### src/sv/lus_pkg.sv
package lus_pkg;

  localparam int unsigned TableEntriesDefault = 16;
  localparam logic signed [15:0] DefaultUnloadPriorityReset = 16'sd0;
  localparam logic [14:0] UnloadThresholdReset = 15'd16;
  localparam logic [7:0] LoadsPerUnloadReset = 8'd4;

  typedef enum logic [1:0] {
    REQ_LOAD     = 2'd0,
    REQ_UNLOAD   = 2'd1,
    REQ_CANCEL   = 2'd2,
    REQ_DISPATCH = 2'd3
  } req_e;

  typedef enum logic [3:0] {
    ST_LOAD_QUEUED       = 4'd0,
    ST_LOAD_SERVED       = 4'd1,
    ST_UNLOAD_QUEUED     = 4'd2,
    ST_CANCELLED         = 4'd3,
    ST_CANCEL_MISS       = 4'd4,
    ST_LOAD_DISPATCHED   = 4'd5,
    ST_UNLOAD_DISPATCHED = 4'd6,
    ST_NOTHING           = 4'd7,
    ST_REJECTED          = 4'd8
  } status_e;

  typedef enum logic [1:0] {
    CFG_PAUSED           = 2'd0,
    CFG_DEFAULT_PRIORITY = 2'd1,
    CFG_THRESHOLD        = 2'd2,
    CFG_LOADS_PER_UNLOAD = 2'd3
  } cfg_e;

  typedef enum logic [1:0] {
    S_IDLE,
    S_SCAN,
    S_APPLY
  } state_e;

  typedef struct packed {
    logic [1:0]         req_type;
    logic signed [15:0] chunk_x;
    logic signed [15:0] chunk_y;
    logic signed [15:0] load_priority;
    logic [15:0]        buffer_tag;
  } in_t;

  typedef struct packed {
    logic [3:0]         status;
    logic signed [15:0] out_x;
    logic signed [15:0] out_y;
    logic [15:0]        out_tag;
    logic [4:0]         pending_unloads;
    logic [4:0]         pending_loads;
  } out_t;

  typedef struct packed {
    logic               valid;
    logic               is_unload;
    logic signed [15:0] x;
    logic signed [15:0] y;
    logic signed [15:0] prio;
    logic [15:0]        tag;
  } entry_t;

endpackage

### src/sv/lus_cell.sv
module lus_cell
  import lus_pkg::*;
(
  input  logic   clk_i,
  input  logic   rst_ni,
  input  logic   shift_i,
  input  entry_t next_i,
  input  logic   wr_i,
  input  entry_t wr_data_i,
  output entry_t entry_o
);

  logic   valid_q, valid_d;
  entry_t data_q, data_d;

  always_comb begin
    valid_d = valid_q;
    data_d  = data_q;
    if (wr_i) begin
      valid_d = wr_data_i.valid;
      data_d  = wr_data_i;
    end else if (shift_i) begin
      valid_d = next_i.valid;
      data_d  = next_i;
    end
  end

  always_ff @(posedge clk_i or negedge rst_ni) begin
    if (!rst_ni) begin
      valid_q <= 1'b0;
    end else begin
      valid_q <= valid_d;
    end
  end

  always_ff @(posedge clk_i) begin
    data_q <= data_d;
  end

  always_comb begin
    entry_o       = data_q;
    entry_o.valid = valid_q;
  end

endmodule

### src/sv/load_unload_request_scheduler.sv
// Pending load/unload request table held in a ring of TABLE_ENTRIES cells that rotates one
// place per cycle, while a request is scanned, past a single inspection point. Each accepted
// request is latched, then the ring is rotated once while the key match, free slot, best load
// and first unload are found, and then the chosen slot is updated and the result presented.
// The output register lets a result wait while the next request is taken. Configuration
// registers are written through cfg_we_i / cfg_idx_i / cfg_data_i.
module load_unload_request_scheduler
  import lus_pkg::*;
#(
  parameter int unsigned TABLE_ENTRIES = TableEntriesDefault
) (
  input  logic        clk_i,
  input  logic        rst_ni,
  input  logic        in_valid_i,
  output logic        in_stall_o,
  input  in_t         in_data_i,
  output logic        out_valid_o,
  input  logic        out_stall_i,
  output out_t        out_data_o,
  input  logic        cfg_we_i,
  input  logic [1:0]  cfg_idx_i,
  input  logic [15:0] cfg_data_i
);

  localparam int unsigned IW = $clog2(TABLE_ENTRIES);
  localparam int unsigned CW = $clog2(TABLE_ENTRIES + 1);

  state_e state_q, state_d;
  in_t    req_q;
  logic [IW-1:0] cnt_q, cnt_d;

  logic               paused_q;
  logic signed [15:0] def_prio_q;
  logic [14:0]        thr_q;
  logic [7:0]         lpu_q;
  logic signed [31:0] uprio_q, uprio_d;
  logic [CW-1:0]      lcnt_q, lcnt_d, ucnt_q, ucnt_d;

  logic          m_found_q, f_found_q, bl_found_q, fu_found_q;
  logic [IW-1:0] m_slot_q, f_slot_q, bl_slot_q, fu_slot_q;
  entry_t        m_ent_q, bl_ent_q, fu_ent_q;

  logic   out_valid_q;
  out_t   out_q, out_d;
  logic   apply_go;

  entry_t cells [TABLE_ENTRIES];
  logic   shift;
  logic   wr_en;
  logic [IW-1:0] wr_slot;
  entry_t wr_data;
  entry_t head;

  assign head  = cells[0];
  assign shift = (state_q == S_SCAN);

  for (genvar i = 0; i < TABLE_ENTRIES; i++) begin : g_ring
    lus_cell u_cell (
      .clk_i     (clk_i),
      .rst_ni    (rst_ni),
      .shift_i   (shift),
      .next_i    (cells[(i + 1) % TABLE_ENTRIES]),
      .wr_i      (wr_en && (wr_slot == IW'(i))),
      .wr_data_i (wr_data),
      .entry_o   (cells[i])
    );
  end

  assign in_stall_o  = (state_q != S_IDLE);
  assign out_valid_o = out_valid_q;
  assign out_data_o  = out_q;
  assign apply_go    = (state_q == S_APPLY) && (!out_valid_q || !out_stall_i);

  // next state
  always_comb begin
    state_d = state_q;
    cnt_d   = cnt_q;
    unique case (state_q)
      S_IDLE: begin
        if (in_valid_i) begin
          state_d = S_SCAN;
          cnt_d   = '0;
        end
      end
      S_SCAN: begin
        if (cnt_q == IW'(TABLE_ENTRIES - 1)) begin
          state_d = S_APPLY;
          cnt_d   = '0;
        end else begin
          cnt_d = cnt_q + 1'b1;
        end
      end
      S_APPLY: begin
        if (apply_go) state_d = S_IDLE;
      end
      default: state_d = S_IDLE;
    endcase
  end

  // apply step
  logic               sel_load;
  logic               do_disp;
  logic signed [32:0] psum;
  logic [CW-1:0]      ucnt_new;

  always_comb begin
    wr_en    = 1'b0;
    wr_slot  = '0;
    wr_data  = '0;
    lcnt_d   = lcnt_q;
    ucnt_d   = ucnt_q;
    uprio_d  = uprio_q;
    out_d    = '0;
    sel_load = 1'b0;
    do_disp  = 1'b0;
    psum     = '0;
    ucnt_new = ucnt_q;
    out_d.status = ST_REJECTED;
    unique case (req_q.req_type)
      REQ_LOAD: begin
        if (m_found_q) begin
          if (m_ent_q.is_unload) begin
            out_d.status  = ST_LOAD_SERVED;
            out_d.out_x   = req_q.chunk_x;
            out_d.out_y   = req_q.chunk_y;
            out_d.out_tag = m_ent_q.tag;
            wr_en   = 1'b1;
            wr_slot = m_slot_q;
            ucnt_d  = ucnt_q - 1'b1;
          end
        end else if (f_found_q) begin
          out_d.status   = ST_LOAD_QUEUED;
          wr_en          = 1'b1;
          wr_slot        = f_slot_q;
          wr_data.valid  = 1'b1;
          wr_data.x      = req_q.chunk_x;
          wr_data.y      = req_q.chunk_y;
          wr_data.prio   = req_q.load_priority;
          lcnt_d         = lcnt_q + 1'b1;
        end
      end
      REQ_UNLOAD: begin
        if (!m_found_q && f_found_q) begin
          out_d.status      = ST_UNLOAD_QUEUED;
          wr_en             = 1'b1;
          wr_slot           = f_slot_q;
          wr_data.valid     = 1'b1;
          wr_data.is_unload = 1'b1;
          wr_data.x         = req_q.chunk_x;
          wr_data.y         = req_q.chunk_y;
          wr_data.tag       = req_q.buffer_tag;
          ucnt_d            = ucnt_q + 1'b1;
        end
      end
      REQ_CANCEL: begin
        if (m_found_q) begin
          out_d.status = ST_CANCELLED;
          wr_en        = 1'b1;
          wr_slot      = m_slot_q;
          if (m_ent_q.is_unload) ucnt_d = ucnt_q - 1'b1;
          else lcnt_d = lcnt_q - 1'b1;
        end else begin
          out_d.status = ST_CANCEL_MISS;
        end
      end
      REQ_DISPATCH: begin
        do_disp = !paused_q && (bl_found_q || fu_found_q);
        if (!fu_found_q) sel_load = 1'b1;
        else if (!bl_found_q) sel_load = 1'b0;
        else sel_load = (32'(bl_ent_q.prio) <= uprio_q);
        if (!do_disp) begin
          out_d.status = ST_NOTHING;
        end else begin
          wr_en = 1'b1;
          if (sel_load) begin
            out_d.status = ST_LOAD_DISPATCHED;
            out_d.out_x  = bl_ent_q.x;
            out_d.out_y  = bl_ent_q.y;
            wr_slot      = bl_slot_q;
            lcnt_d       = lcnt_q - 1'b1;
            psum         = 33'(uprio_q) - 33'sd1;
          end else begin
            out_d.status  = ST_UNLOAD_DISPATCHED;
            out_d.out_x   = fu_ent_q.x;
            out_d.out_y   = fu_ent_q.y;
            out_d.out_tag = fu_ent_q.tag;
            wr_slot       = fu_slot_q;
            ucnt_new      = ucnt_q - 1'b1;
            ucnt_d        = ucnt_new;
            psum          = 33'(uprio_q) + $signed({25'd0, lpu_q});
          end
          if (ucnt_new == '0) begin
            uprio_d = 32'(def_prio_q);
          end else if (32'(ucnt_new) >= 32'(thr_q)) begin
            uprio_d = -$signed({17'd0, thr_q});
          end else if (psum[32] != psum[31]) begin
            uprio_d = psum[32] ? 32'sh80000000 : 32'sh7fffffff;
          end else begin
            uprio_d = psum[31:0];
          end
        end
      end
      default: out_d.status = ST_REJECTED;
    endcase
    out_d.pending_unloads = 5'(ucnt_d);
    out_d.pending_loads   = 5'(lcnt_d);
    if (!apply_go) begin
      wr_en   = 1'b0;
      lcnt_d  = lcnt_q;
      ucnt_d  = ucnt_q;
      uprio_d = uprio_q;
    end
  end

  always_ff @(posedge clk_i or negedge rst_ni) begin
    if (!rst_ni) begin
      state_q     <= S_IDLE;
      cnt_q       <= '0;
      out_valid_q <= 1'b0;
      lcnt_q      <= '0;
      ucnt_q      <= '0;
      uprio_q     <= 32'(DefaultUnloadPriorityReset);
      paused_q    <= 1'b0;
      def_prio_q  <= DefaultUnloadPriorityReset;
      thr_q       <= UnloadThresholdReset;
      lpu_q       <= LoadsPerUnloadReset;
      m_found_q   <= 1'b0;
      f_found_q   <= 1'b0;
      bl_found_q  <= 1'b0;
      fu_found_q  <= 1'b0;
    end else begin
      state_q <= state_d;
      cnt_q   <= cnt_d;
      lcnt_q  <= lcnt_d;
      ucnt_q  <= ucnt_d;
      uprio_q <= uprio_d;
      if (apply_go) out_valid_q <= 1'b1;
      else if (!out_stall_i) out_valid_q <= 1'b0;
      if (cfg_we_i) begin
        unique case (cfg_idx_i)
          CFG_PAUSED:           paused_q   <= cfg_data_i[0];
          CFG_DEFAULT_PRIORITY: def_prio_q <= cfg_data_i;
          CFG_THRESHOLD:        thr_q      <= cfg_data_i[14:0];
          CFG_LOADS_PER_UNLOAD: lpu_q      <= cfg_data_i[7:0];
          default:              paused_q   <= paused_q;
        endcase
      end
      if (state_q == S_IDLE && in_valid_i) begin
        m_found_q  <= 1'b0;
        f_found_q  <= 1'b0;
        bl_found_q <= 1'b0;
        fu_found_q <= 1'b0;
      end else if (state_q == S_SCAN) begin
        if (!m_found_q && head.valid && head.x == req_q.chunk_x
            && head.y == req_q.chunk_y) begin
          m_found_q <= 1'b1;
        end
        if (!f_found_q && !head.valid) f_found_q <= 1'b1;
        if (head.valid && !head.is_unload && (!bl_found_q || head.prio < bl_ent_q.prio)) begin
          bl_found_q <= 1'b1;
        end
        if (!fu_found_q && head.valid && head.is_unload) fu_found_q <= 1'b1;
      end
    end
  end

  always_ff @(posedge clk_i) begin
    if (state_q == S_IDLE && in_valid_i) req_q <= in_data_i;
    if (apply_go) out_q <= out_d;
    if (state_q == S_SCAN) begin
      if (!m_found_q && head.valid && head.x == req_q.chunk_x && head.y == req_q.chunk_y) begin
        m_slot_q <= cnt_q;
        m_ent_q  <= head;
      end
      if (!f_found_q && !head.valid) f_slot_q <= cnt_q;
      if (head.valid && !head.is_unload && (!bl_found_q || head.prio < bl_ent_q.prio)) begin
        bl_slot_q <= cnt_q;
        bl_ent_q  <= head;
      end
      if (!fu_found_q && head.valid && head.is_unload) begin
        fu_slot_q <= cnt_q;
        fu_ent_q  <= head;
      end
    end
  end

  a_count_bound: assert property (@(posedge clk_i) disable iff (!rst_ni)
    (32'(lcnt_q) + 32'(ucnt_q)) <= TABLE_ENTRIES)
    else $error("pending count exceeds table size");

  a_ring_home: assert property (@(posedge clk_i) disable iff (!rst_ni)
    state_q == S_APPLY |-> cnt_q == '0)
    else $error("ring not back in place at update");

  a_take_scan: assert property (@(posedge clk_i) disable iff (!rst_ni)
    (in_valid_i && !in_stall_o) |=> state_q == S_SCAN)
    else $error("transfer did not start a scan");

  a_out_only_apply: assert property (@(posedge clk_i) disable iff (!rst_ni)
    $rose(out_valid_q) |-> $past(state_q) == S_APPLY)
    else $error("result raised outside update step");

endmodule

### config.mk
export PLATFORM = sky130hd
export DESIGN_NAME = load_unload_request_scheduler
export DESIGN_NICKNAME = d
export VERILOG_FILES = /design/src/sv/lus_pkg.sv /design/src/sv/lus_cell.sv /design/src/sv/load_unload_request_scheduler.sv
export SDC_FILE = /design/constraint.sdc
export NUM_CORES = 2
export LEC_CHECK = 0
export BUFFER_PORTS_ARGS = -buffer_cell sky130_fd_sc_hd__buf_2
export CORE_ASPECT_RATIO = 2
export CORE_MARGIN = 1
export CORE_UTILIZATION = 30
export DETAILED_ROUTE_END_ITERATION = 10
export PLACE_DENSITY = 0.46
export SLEW_MARGIN = 10
export SYNTH_ARGS = -nofsm -noshare
export SYNTH_HDL_FRONTEND = slang
export SYNTH_HIERARCHICAL = 1
export SYNTH_SLANG_ARGS = --single-unit
### constraint.sdc
create_clock -name clk_i -period 8.85 [get_ports clk_i]
set_input_delay 1.77 -clock clk_i [delete_from_list [all_inputs] [get_ports clk_i]]
set_output_delay 1.77 -clock clk_i [all_outputs]
set_load 0.02 [all_outputs]
==> out/results.ini <==
[global_route]
grt_max_degree=71
grt-busiest-layer=met2
grt_pass1_vias=37100
grt_overflow=0
use_met3=0.0213
use_met1=0.217
grt_pass1_wl_um=283000
grtUsageTotal=0.181
globalRouteMet2Util=0.332
antenna_found_initial=9

[clock_tree]
clkTransAtPathRegs_ps=60
ctsHoldBuffers=0
cts.sinks=1406
numCtsBuffers=150
htreeDepth=4
cts_tree=built
clkLatencyLatePin_ps=810
cts_root_buffer=clkbuf_16
clockBufferDepth=4
post-cts-setup-buffers=0
cts_resized=0

[final_layout]
fillers=20300
ff_latch_area_mm2=0.0417
instances_no_fill=6916
multi_input_area_mm2=0.0209
fin_nets=4225
stdcell_area_mm2=0.0722
final_cell_mix=1297 x edfxtp_1, 813 x mux2_2, 272 x mux2_4
drive_gt1_frac=0.381
final_common_cell=edfxtp_1
syn_to_final_growth_pct=12.7
fin_util=0.341

[critical_path]
reg2regPathDepth=19
endpoint_kind=flip-flop
cp.arrival_ps=8200
cp_slowest_cell=and3_1
worstReg2RegEnd=uprio_q[15]$_DFFE_PN0P_
crit_end=uprio_q[15]$_DFFE_PN0P_
cp_max_fo=36
cp.required_ps=9450
crit_path_cell_trace=ha_1, nand4_2, or4_4, o21a_1, a32oi_2, nand3_4, nand2_1, ha_1, and4_1, and2_1, a32oi_1, nand3_1, o22ai_1, o21bai_1, a211oi_1, nor4_4, a21oi_4, and3_1, a221oi_1
critPathMaxStageDelay_ps=780
r2r_slack_ps=1250
critical_path_class=flip-flop to flip-flop
rr_startpoint=bl_ent_q[31]$_DFFE_PP_
cp-startpoint=bl_ent_q[31]$_DFFE_PP_
cp_common_cell=ha_1
critPathLaunchType=flip-flop

[place]
place_congestion=0.835
placed_cell_area_mm2=0.0676
dp.cells=6657
hpwlAfterDp_um=119000
numPortBuffers=152

[power_and_ir_drop]
pwr-share-comb=0.287
seq_power_share=0.479
vdd_drop_max_mv=0.161
sw_frac_of_total=0.311
leakage_uw=0.0254
p_per_area_mw_per_mm2=367
p_sw_uw=8250
clockPowerShare=0.234
p_int_uw=18200

[timing]
slew_headroom=0.126
fin_tns_setup_ps=0
finalHoldViolations=0
min_period_ps=7600
drv_slew=0
period_share=0.859
finClkSkew_ps=49.7
rsz0062_at_grt=false
tightestPinTransition_ps=1310
fmax_mhz=132
setup_violations=0

[outcome]
violations=design-rule violations
status=complete, but fails checks

[floorplan]
pin_count=153
dieArea_mm2=0.216
start_util=0.302
coreArea_mm2=0.212
rows=239
die_w_um=329
die_y_um=656

[detailed_routing]
drt-initial-drc-count=2537
routed_wirelength_um=197000
postRouteAntennaNets=0
drc_errors=38
vias_per_cell=5.03
dr.pass1.iters=8
avgRoutedWirePerCell_um=28.4
vias=34800

[synthesis]
ys_ff_latch=1406
synth_nets=4067
synth_area_leaders=edfxtp_1 61%, mux2_2 14%, mux2_4 6.4%
synth_ff_type=edfxtp_1
syn_area_mm2=0.0641
synth-seq-area-share=0.651
synth_edf_count=1297
ys_types=77
synth_area_leader_cell=edfxtp_1
syn_avg_cell_area_um2=16.5
syn_inst=3880
synthArstFlopShare=0.0775
ys_warn_count=6
synth_top_area_share=0.608

[job]
maxCapViolCount=0

[min_path]
hp-class=flip-flop to flip-flop

==> how the worst min path moves through the flow <==
stage                                                start  depth (start not counted)  slack [ps]                         to
floorplan           g_ring[0].u_cell/entry_o[16]$_DFFE_PP_                          0         440     bl_ent_q[16]$_DFFE_PP_
global placement                      thr_q[8]$_DFFE_PN0P_                          1         490       thr_q[8]$_DFFE_PN0P_
detailed placement               def_prio_q[5]$_DFFE_PN0P_                          1         490  def_prio_q[5]$_DFFE_PN0P_
CTS                  g_ring[0].u_cell/entry_o[3]$_DFFE_PP_                          0         500       m_ent_q[3]$_DFFE_PP_
global route                         thr_q[11]$_DFFE_PN0P_                          1         520      thr_q[11]$_DFFE_PN0P_
finish               g_ring[0].u_cell/entry_o[3]$_DFFE_PP_                          0         500       m_ent_q[3]$_DFFE_PP_
==> metal layers <==
metal,vias up,wire (um),share of wire
met3,261,7100,0.036
li1,15200,-,-
met1,18500,78300,0.40
met5,-,0,0
met2,811,105000,0.53
met4,0,6290,0.032
==> registers in the layout, summed over array words and instances (netlist names), 2 cells and up <==
name and cells:
thr_q 15, m_ent_q 17, fu_ent_q 48, cnt_q 4
lpu_q 8, bl_ent_q 48, g_ring.u_cell/valid_q 16, req_q 66
lcnt_q 5, fu_slot_q 4, bl_slot_q 4, f_slot_q 4
state_q 2, uprio_q 32, def_prio_q 16, g_ring.u_cell/entry_o 1040
m_slot_q 4, out_data_o 62, ucnt_q 5
==> Yosys cell counts (19+ instances only) <==
| cell type | instances |
|---|---|
| a21o_1 | 31 |
| a21oi_1 | 91 |
| a22o_1 | 33 |
| a22oi_1 | 50 |
| and2_1 | 38 |
| and3_1 | 52 |
| buf_2 | 64 |
| buf_6 | 65 |
| clkbuf_1 | 67 |
| dfrtp_1 | 107 |
| edfxtp_1 | 1297 |
| ha_1 | 97 |
| inv_1 | 78 |
| mux2_2 | 813 |
| mux2_4 | 272 |
| mux2i_1 | 19 |
| nand2_1 | 141 |
| nand3_1 | 25 |
| nand4_1 | 24 |
| nor2_1 | 122 |
| nor3_1 | 22 |
| o21ai_0 | 64 |
| xnor2_1 | 52 |
| xor2_1 | 30 |
==> through the flow <==
stage	worst slack (ps)	hold slack (ps)	total power [uW]
4_1_cts	1210	500	26800
5_1_grt	655	517	27800
3_3_place_gp	1390	489	20400
6_report	1250	496	26500
2_1_floorplan	2650	440	17400
3_5_place_dp	1210	489	20500
==> area by class of cell <==
class                           instances  share of cell area
Inverter                               79             0.00416
Antenna cell                            4            0.000139
Multi-Input combinational cell       2177               0.289
Clock buffer                          189              0.0550
Tap cell                             2771              0.0480
Clock inverter                         66             0.00844
Timing Repair Buffer                  224              0.0182
Sequential cell                      1406               0.577
==> critical path, delay by kind of cell, from the launching register on <==
| family | cells | cell delay, ps |
|---|---|---|
| DFF | 1 | 670 |
| adders and majority gates | 2 | 920 |
| and+or+nand+nor | 9 | 3330 |
| AOI/OAI and AO/OA | 8 | 2450 |
==> power groups by stage <==
| stage | clock [uW] | sequential (uW) | combinational [uW] |
|---|---|---|---|
| 6_report | 6200 | 12700 | 7620 |
| 3_3_place_gp | 0 | 12800 | 7630 |
| 2_1_floorplan | 0 | 12100 | 5260 |
| 4_1_cts | 6390 | 12800 | 7710 |
| 3_5_place_dp | 0 | 12800 | 7650 |
| 5_1_grt | 6570 | 13000 | 8230 |
==> kinds of logic (layout without fill, tap and decap cells) <==
logic type	count (synthesis)	in the layout	synth area share
xor gates and xnor gates	82	82	0.0112
adders and majority gates	99	99	0.0194
muxes	1104	1104	0.210
buffers and inverters	297	558	0.0273
and+or+nand+nor	506	506	0.0396
AOI/OAI and AO/OA	386	386	0.0423
DFF	1406	1406	0.651
other	0	4	0
(Power assumes the default switching activity.)
